`src/sv/hdlc_dfr_pkg.sv`:
```
// Shared types, codes and the CRC-16 byte update for the HDLC deframer.
package hdlc_dfr_pkg;

  localparam logic [7:0]  FLAG_BYTE  = 8'h7E;
  localparam logic [7:0]  ESC_BYTE   = 8'h7D;
  localparam logic [7:0]  ESC_XOR    = 8'h20;
  localparam logic [15:0] CRC_INIT   = 16'hFFFF;
  localparam logic [15:0] CRC_POLY_R = 16'h8408;

  typedef enum logic [2:0] {
    KIND_PAYLOAD  = 3'd0,
    KIND_CRC_OK   = 3'd1,
    KIND_CRC_BAD  = 3'd2,
    KIND_ABORT    = 3'd3,
    KIND_OVERFLOW = 3'd4
  } kind_t;

  typedef struct packed {
    kind_t       kind;
    logic [7:0]  payload_byte;
    logic [7:0]  address;
    logic [7:0]  control;
    logic [8:0]  payload_length;
    logic [15:0] received_check;
    logic [15:0] computed_check;
  } result_t;

  // Reflected CRC-16 update over one byte, LSB first.
  function automatic logic [15:0] crc_byte(input logic [15:0] crc, input logic [7:0] b);
    logic [15:0] c;
    c = crc ^ {8'h00, b};
    for (int i = 0; i < 8; i++) begin
      if (c[0]) begin
        c = (c >> 1) ^ CRC_POLY_R;
      end else begin
        c = c >> 1;
      end
    end
    return c;
  endfunction

endpackage

```
`src/sv/hdlc_dfr_out_buf.sv`:
```
// Output register with one skid entry for deframer results.
module hdlc_dfr_out_buf (
  input  logic                  clk,
  input  logic                  rst,
  input  logic                  wr_en,
  input  hdlc_dfr_pkg::result_t wr_data,
  output logic                  full,
  output logic                  out_valid,
  input  logic                  out_stall,
  output hdlc_dfr_pkg::result_t out_data
);

  logic                  skid_valid;
  hdlc_dfr_pkg::result_t skid_data;
  logic                  take;

  assign take = out_valid && !out_stall;
  assign full = skid_valid;

  always_ff @(posedge clk) begin
    if (rst) begin
      out_valid  <= 1'b0;
      skid_valid <= 1'b0;
    end else if (take) begin
      if (skid_valid) begin
        skid_valid <= 1'b0;
      end else if (!wr_en) begin
        out_valid <= 1'b0;
      end
    end else if (!out_valid) begin
      out_valid <= wr_en;
    end else if (wr_en) begin
      skid_valid <= 1'b1;
    end
  end

  always_ff @(posedge clk) begin
    if (take) begin
      if (skid_valid) begin
        out_data <= skid_data;
      end else if (wr_en) begin
        out_data <= wr_data;
      end
    end else if (!out_valid) begin
      if (wr_en) begin
        out_data <= wr_data;
      end
    end else if (wr_en) begin
      skid_data <= wr_data;
    end
  end

`ifndef SYNTH
  a_skid_needs_out: assert property (@(posedge clk) disable iff (rst)
    skid_valid |-> out_valid)
    else $error("skid entry held while output register empty");
  a_no_overwrite: assert property (@(posedge clk) disable iff (rst)
    wr_en |-> !skid_valid)
    else $error("result written while skid entry full");
  a_drain: assert property (@(posedge clk) disable iff (rst)
    (take && !skid_valid && !wr_en) |=> !out_valid)
    else $error("output stays valid after last transaction taken");
`endif

endmodule

```
`src/sv/hdlc_byte_deframer_crc_check_top.sv`:
```
// HDLC byte deframer: unstuffing, FCS delay line, CRC-16 check, result output.
//
//   channel | signals                      | payload
//   --------+------------------------------+------------------------------------------
//   in      | in_valid, in_stall (driven)  | rx_byte
//   out     | out_valid, out_stall (input) | kind, payload_byte, address, control,
//           |                              | payload_length, received_check,
//           |                              | computed_check
//
// One byte per cycle while in_stall is low: each byte is decoded and the CRC updated
// in the accepting cycle; its result is registered into the output buffer.
// rst is synchronous and clears frame state, escape state and both output slots.
// in_stall rises only when the output register and its skid entry are both full.
module hdlc_byte_deframer_crc_check_top #(
  parameter int MAX_PAYLOAD = 256
) (
  input  logic        clk,
  input  logic        rst,
  input  logic        in_valid,
  output logic        in_stall,
  input  logic [7:0]  rx_byte,
  output logic        out_valid,
  input  logic        out_stall,
  output logic [2:0]  kind,
  output logic [7:0]  payload_byte,
  output logic [7:0]  address,
  output logic [7:0]  control,
  output logic [8:0]  payload_length,
  output logic [15:0] received_check,
  output logic [15:0] computed_check
);

  localparam int CW = $clog2(MAX_PAYLOAD + 3);
  localparam logic [CW-1:0] CNT_LIM = CW'(MAX_PAYLOAD + 2);
  localparam logic [CW-1:0] FCS_LEN = CW'(2);

  typedef enum logic [1:0] {
    PH_IDLE = 2'd0,
    PH_ADDR = 2'd1,
    PH_CTRL = 2'd2,
    PH_DATA = 2'd3
  } phase_t;

  phase_t      phase, phase_next;
  logic        esc, esc_next;
  logic [7:0]  held_address, held_address_next;
  logic [7:0]  held_control, held_control_next;
  logic [7:0]  delay0, delay0_next;
  logic [7:0]  delay1, delay1_next;
  logic [CW-1:0] byte_count, byte_count_next;
  logic [15:0] crc, crc_next;

  logic        accept;
  logic        res_en;
  hdlc_dfr_pkg::result_t res, out_data;

  logic [7:0]    b;
  logic [CW-1:0] len_full;
  logic [15:0]   rx_fcs;

  assign accept   = in_valid && !in_stall;
  assign b        = esc ? (rx_byte ^ hdlc_dfr_pkg::ESC_XOR) : rx_byte;
  assign len_full = byte_count - FCS_LEN;
  assign rx_fcs   = {delay1, delay0};

  always_comb begin
    phase_next        = phase;
    esc_next          = esc;
    held_address_next = held_address;
    held_control_next = held_control;
    delay0_next       = delay0;
    delay1_next       = delay1;
    byte_count_next   = byte_count;
    crc_next          = crc;
    res_en            = 1'b0;
    res               = '0;
    res.kind          = hdlc_dfr_pkg::KIND_PAYLOAD;
    if (esc) begin
      esc_next = 1'b0;
    end
    if (!esc && rx_byte == hdlc_dfr_pkg::ESC_BYTE) begin
      esc_next = 1'b1;
    end else if (!esc && rx_byte == hdlc_dfr_pkg::FLAG_BYTE) begin
      if (phase == PH_IDLE) begin
        phase_next      = PH_ADDR;
        crc_next        = hdlc_dfr_pkg::CRC_INIT;
        byte_count_next = '0;
        delay0_next     = '0;
        delay1_next     = '0;
      end else if (phase == PH_DATA && byte_count >= FCS_LEN) begin
        res_en             = 1'b1;
        res.kind           = (rx_fcs == crc) ? hdlc_dfr_pkg::KIND_CRC_OK
                                             : hdlc_dfr_pkg::KIND_CRC_BAD;
        res.address        = held_address;
        res.control        = held_control;
        res.payload_length = 9'(len_full);
        res.received_check = rx_fcs;
        res.computed_check = crc;
        phase_next         = PH_IDLE;
      end else begin
        res_en     = 1'b1;
        res.kind   = hdlc_dfr_pkg::KIND_ABORT;
        phase_next = PH_IDLE;
      end
    end else begin
      case (phase)
        PH_ADDR: begin
          held_address_next = b;
          crc_next          = hdlc_dfr_pkg::crc_byte(crc, b);
          phase_next        = PH_CTRL;
        end
        PH_CTRL: begin
          held_control_next = b;
          crc_next          = hdlc_dfr_pkg::crc_byte(crc, b);
          byte_count_next   = '0;
          phase_next        = PH_DATA;
        end
        PH_DATA: begin
          if (byte_count < FCS_LEN) begin
            // fill the FCS delay line
            if (byte_count[0]) begin
              delay1_next = b;
            end else begin
              delay0_next = b;
            end
            byte_count_next = byte_count + CW'(1);
          end else if (byte_count >= CNT_LIM) begin
            res_en             = 1'b1;
            res.kind           = hdlc_dfr_pkg::KIND_OVERFLOW;
            res.payload_length = 9'(len_full);
            phase_next         = PH_IDLE;
          end else begin
            // advance: oldest byte leaves as payload
            res_en           = 1'b1;
            res.payload_byte = delay0;
            crc_next         = hdlc_dfr_pkg::crc_byte(crc, delay0);
            delay0_next      = delay1;
            delay1_next      = b;
            byte_count_next  = byte_count + CW'(1);
          end
        end
        default: begin
        end
      endcase
    end
  end

  always_ff @(posedge clk) begin
    if (rst) begin
      phase        <= PH_IDLE;
      esc          <= 1'b0;
      held_address <= '0;
      held_control <= '0;
      delay0       <= '0;
      delay1       <= '0;
      byte_count   <= '0;
      crc          <= hdlc_dfr_pkg::CRC_INIT;
    end else if (accept) begin
      phase        <= phase_next;
      esc          <= esc_next;
      held_address <= held_address_next;
      held_control <= held_control_next;
      delay0       <= delay0_next;
      delay1       <= delay1_next;
      byte_count   <= byte_count_next;
      crc          <= crc_next;
    end
  end

  hdlc_dfr_out_buf u_out_buf (
    .clk       (clk),
    .rst       (rst),
    .wr_en     (accept && res_en),
    .wr_data   (res),
    .full      (in_stall),
    .out_valid (out_valid),
    .out_stall (out_stall),
    .out_data  (out_data)
  );

  assign kind           = out_data.kind;
  assign payload_byte   = out_data.payload_byte;
  assign address        = out_data.address;
  assign control        = out_data.control;
  assign payload_length = out_data.payload_length;
  assign received_check = out_data.received_check;
  assign computed_check = out_data.computed_check;

`ifndef SYNTH
  a_count_bound: assert property (@(posedge clk) disable iff (rst)
    byte_count <= CNT_LIM)
    else $error("body byte count beyond overflow limit");
  a_result_goes_idle: assert property (@(posedge clk) disable iff (rst)
    (accept && res_en && res.kind != hdlc_dfr_pkg::KIND_PAYLOAD) |=> phase == PH_IDLE)
    else $error("frame end result without return to idle");
  a_payload_in_data: assert property (@(posedge clk) disable iff (rst)
    (accept && res_en && res.kind == hdlc_dfr_pkg::KIND_PAYLOAD) |=> phase == PH_DATA)
    else $error("payload transaction outside data phase");
`endif

endmodule

```
`config.mk`:
```
export PLATFORM = sky130hd
export DESIGN_NAME = hdlc_byte_deframer_crc_check_top
export DESIGN_NICKNAME = d
export VERILOG_FILES = /design/src/sv/hdlc_dfr_pkg.sv /design/src/sv/hdlc_dfr_out_buf.sv /design/src/sv/hdlc_byte_deframer_crc_check_top.sv
export SDC_FILE = /design/constraint.sdc
export NUM_CORES = 1
export LEC_CHECK = 0
export ABC_CLOCK_PERIOD_IN_PS = 15600
export BUFFER_PORTS_ARGS = -buffer_cell sky130_fd_sc_hd__buf_2
export CAP_MARGIN = 20
export CORE_ASPECT_RATIO = 0.7
export CORE_MARGIN = 2
export CORE_UTILIZATION = 45
export DETAILED_ROUTE_END_ITERATION = 16
export GPL_ROUTABILITY_DRIVEN = 0
export PLACE_DENSITY_LB_ADDON = 0.2
export SETUP_SLACK_MARGIN = 0.5
export SLEW_MARGIN = 20
export SYNTH_ARGS = -nofsm -noshare
export SYNTH_HDL_FRONTEND = slang
export SYNTH_SLANG_ARGS = --single-unit
export TNS_END_PERCENT = 5
```
`constraint.sdc`:
```
create_clock -name clk -period 15.6 [get_ports clk]
set_input_delay 2.34 -clock clk [delete_from_list [all_inputs] [get_ports clk]]
set_output_delay 2.34 -clock clk [all_outputs]
set_load 0.02 [all_outputs]
```
==> impl_metrics.py <==
metrics = {
    "route": {
        "vias": 7028,
        "vias_per_cell": 5.76,
        "firstDrtPassIters": 5,
        "drt_iter0_drc": 702,
        "wl_um": 24900,
        "wl_per_cell_um": 20.4,
        "route.detailed.drc": 0,
        "antenna_left": 0,
    },
    "cells_and_area": {
        "area_delta_synth_final_pct": 10.6,
        "insertedDiodeCount": 0,
        "final_util_pct": 50.6,
        "stdcell_count": 1221,
        "drive_above_1_share_pct": 20.4,
        "fin_nets": 948,
    },
    "clock_network": {
        "path_clk_slew_ps": 70,
        "cts-resized-gates": 0,
        "cts_max_level": 4,
        "cts_hold_repair.buffers": 0,
        "cts_tree": "done",
        "clock_path_buffers": 2,
        "cts_sinks": 198,
        "root_buffer": "clkbuf_16",
        "insertion_delay_ps": 450,
        "post_cts_buffers": 0,
        "numCtsBuffers": 17,
    },
    "synth": {
        "synth_top_flop_cell": "edfxtp_1",
        "yosys_warnings": 0,
        "synthCells": 890,
        "synthArstFlopShare_pct": 0,
        "synthDominantCellAreaShare_pct": 41.2,
        "synth_edf_count": 136,
        "synth-seq-cells": 198,
        "yosys-top-cells-area": "edfxtp_1 41%, dfxtp_1 13%, a221oi_2 7.3%",
        "synth_top_area_cell": "edfxtp_1",
        "synth_area_mm2": 0.00990,
        "ys_seq_area_share_pct": 53.8,
        "synth_area_per_cell_um2": 11.1,
        "ys_types": 59,
        "synth_fp_nets": 912,
    },
    "hold_path": {
        "hold_class": "flop to flop",
    },
    "worst_setup_path": {
        "crit_fanout": 34,
        "critical_path_class": "input pin to flop",
        "worstPathRequired_ps": 15900,
        "endpoint_kind": "flop",
        "startpoint_type": "input pin",
        "critPathArrivalTime_ps": 6300,
    },
    "global_routing": {
        "grt_start_max_net_pins": 70,
        "grt-ovfl-total": 0,
        "grt_pass1_vias": 6563,
        "grt_pass1_wl_um": 38500,
        "grt_antenna_before_repair": 0,
        "grtUsageTotal_pct": 21.6,
    },
    "sta": {
        "totalNegativeSetupSlack_ps": 0,
        "fin_skew_ps": 14.0,
        "rsz0062_at_grt": "false",
        "finalHoldWorstSlack_ps": 496,
        "slew_headroom_pct": 32.3,
        "setup_viol": 0,
        "final.period_utilization_pct": 38.5,
        "max_freq_mhz": 167,
        "min_period_ps": 6000,
        "slew_viol_final": 0,
        "final-hold-violation-count": 0,
        "worstMarginPinSlew_ps": 1000,
    },
    "die": {
        "rows": 45,
        "die_h_um": 128,
        "die_w_um": 181,
        "core_mm2": 0.0216,
        "ioPinCount": 82,
        "die_area_mm2": 0.0232,
        "start_util_pct": 45.8,
    },
    "placement": {
        "io_buffer_count": 81,
        "dp_cells": 1189,
        "detailed_place_hpwl_um": 15100,
    },
    "power": {
        "leakagePower_nw": 4.68,
        "power.switching_uw": 234,
        "switching_share_pct": 23.1,
        "sequentialPowerShare_pct": 54.8,
        "powerDensity_mw_per_mm2": 92.3,
        "comb_power_share_pct": 2.5,
        "clkPwrFrac_pct": 42.6,
        "power.internal_uw": 777,
        "vdd.ir_drop.worst_mv": 0.0694,
    },
    "run_status": {
        "outcome": "finished clean",
    },
    "run": {
        "max_cap_violations": 0,
    },
}
[path summary, 6_finish.rpt]
kind / start / to / slack (ps) / cells past startpoint
setup / recovery: rx_byte[7] / u_out_buf.out_data[18] / 9600 / 8
hold reg to reg: held_control[0] / held_control[0] / 500 / 2
hold / removal: held_control[0] / held_control[0] / 500 / 2
setup reg to reg: esc / u_out_buf.out_data[18] / 11330 / 7
[per-stage QoR]
step	power, mW	cell area [µm²]	setup slack (ps)
finish	1.01	10900	9600
global route	1.04	10900	9260
CTS	1.02	10900	9670
detailed placement	0.592	10400	9240
global placement	0.591	10400	9430
floorplan	0.584	9900	8200
[power groups by stage]
stage          Clock (mW)  Combinational [mW]  Sequential [mW]
2_1_floorplan           0              0.0174            0.566
3_3_place_gp            0              0.0252            0.566
3_5_place_dp            0              0.0254            0.566
4_1_cts             0.437              0.0256            0.554
5_1_grt             0.460              0.0278            0.554
6_report            0.430              0.0257            0.554
[cells by family (layout without fill, tap and decap cells)]
| family | count (synthesis) | count (layout) | share of synthesized area [%] |
|---|---|---|---|
| buffers and inverters | 82 | 131 | 4.31 |
| muxes | 33 | 33 | 3.34 |
| DFF | 198 | 198 | 53.8 |
| xor gates and xnor gates | 68 | 68 | 6.02 |
| and+or+nand+nor | 362 | 362 | 17.4 |
| AOI/OAI and AO/OA | 137 | 137 | 13.9 |
| adders and majority gates | 10 | 10 | 1.26 |
[worst max-delay path, stage by stage]
cell	delay, ps
buf_2	160
nor4bb_1	860
nand3_1	960
a31oi_4	490
or2b_4	620
buf_4	550
a221oi_2	140
nor2_1	140
[registers in the layout, summed over array words and instances (netlist names)]
register	count
u_out_buf.out_data	68
u_out_buf.skid_data	68
crc	16
byte_count	9
delay0	8
delay1	8
held_address	8
held_control	8
phase	2
esc	1
u_out_buf.full	1
u_out_buf.out_valid	1
[cells in the final DEF, fill, tap and decap left out, drive strengths merged, types with 2 or more instances in the layout]
master,Yosys,routed
o31ai,3,3
xor2,13,13
clkinv,0,6
a211o,11,11
nor2,150,150
and3,59,59
edfxtp,136,136
inv,7,13
a21oi,31,31
nand4,10,10
o21ai,16,16
ha,10,10
nor2b,4,4
a221oi,48,48
o211ai,3,3
a31oi,3,3
clkbuf,43,19
o21bai,5,5
nand2,72,72
nor3,10,10
or4,2,2
nand3,29,29
or3,2,2
buf,32,92
nor3b,2,2
nor4,2,2
xnor2,55,55
and2,12,12
dfxtp,62,62
o32a,8,8
mux2i,33,33
and4,2,2
[cell type report]
cell class / instances / area (µm²)
fill: 1980 / 10700
sequential: 198 / 5330
multi-input combinational: 610 / 4180
timing repair buffer: 92 / 508
clock buffer: 19 / 443
tap: 282 / 353
clock inverter: 13 / 115
inverter: 7 / 26.3
[Yosys cell counts (2+ instances only)]
master      n
a211o_1    11
a21oi_1    29
a21oi_2     2
a221oi_2   48
a31oi_1     2
and2_1     11
and3_1     58
and4_1      2
buf_1       2
buf_2      14
buf_4       5
buf_6      11
clkbuf_1   43
dfxtp_1    62
edfxtp_1  136
ha_1       10
inv_1       7
mux2i_1    33
nand2_1    72
nand3_1    29
nand4_1    10
nor2_1    149
nor2b_1     4
nor3_1     10
nor3b_1     2
o211ai_1    3
o21ai_0    15
o21bai_1    5
o32a_1      8
or4_1       2
xnor2_1    55
xor2_1     13
[layer usage]
layer	track usage, %	routed length, µm	vias up
met5	0	0	-
met3	4.77	1670	21
met4	5.12	213	0
li1	-	-	3312
met1	32.5	12200	3469
met2	31.5	10800	226
Power figures use the tool's default switching activity.
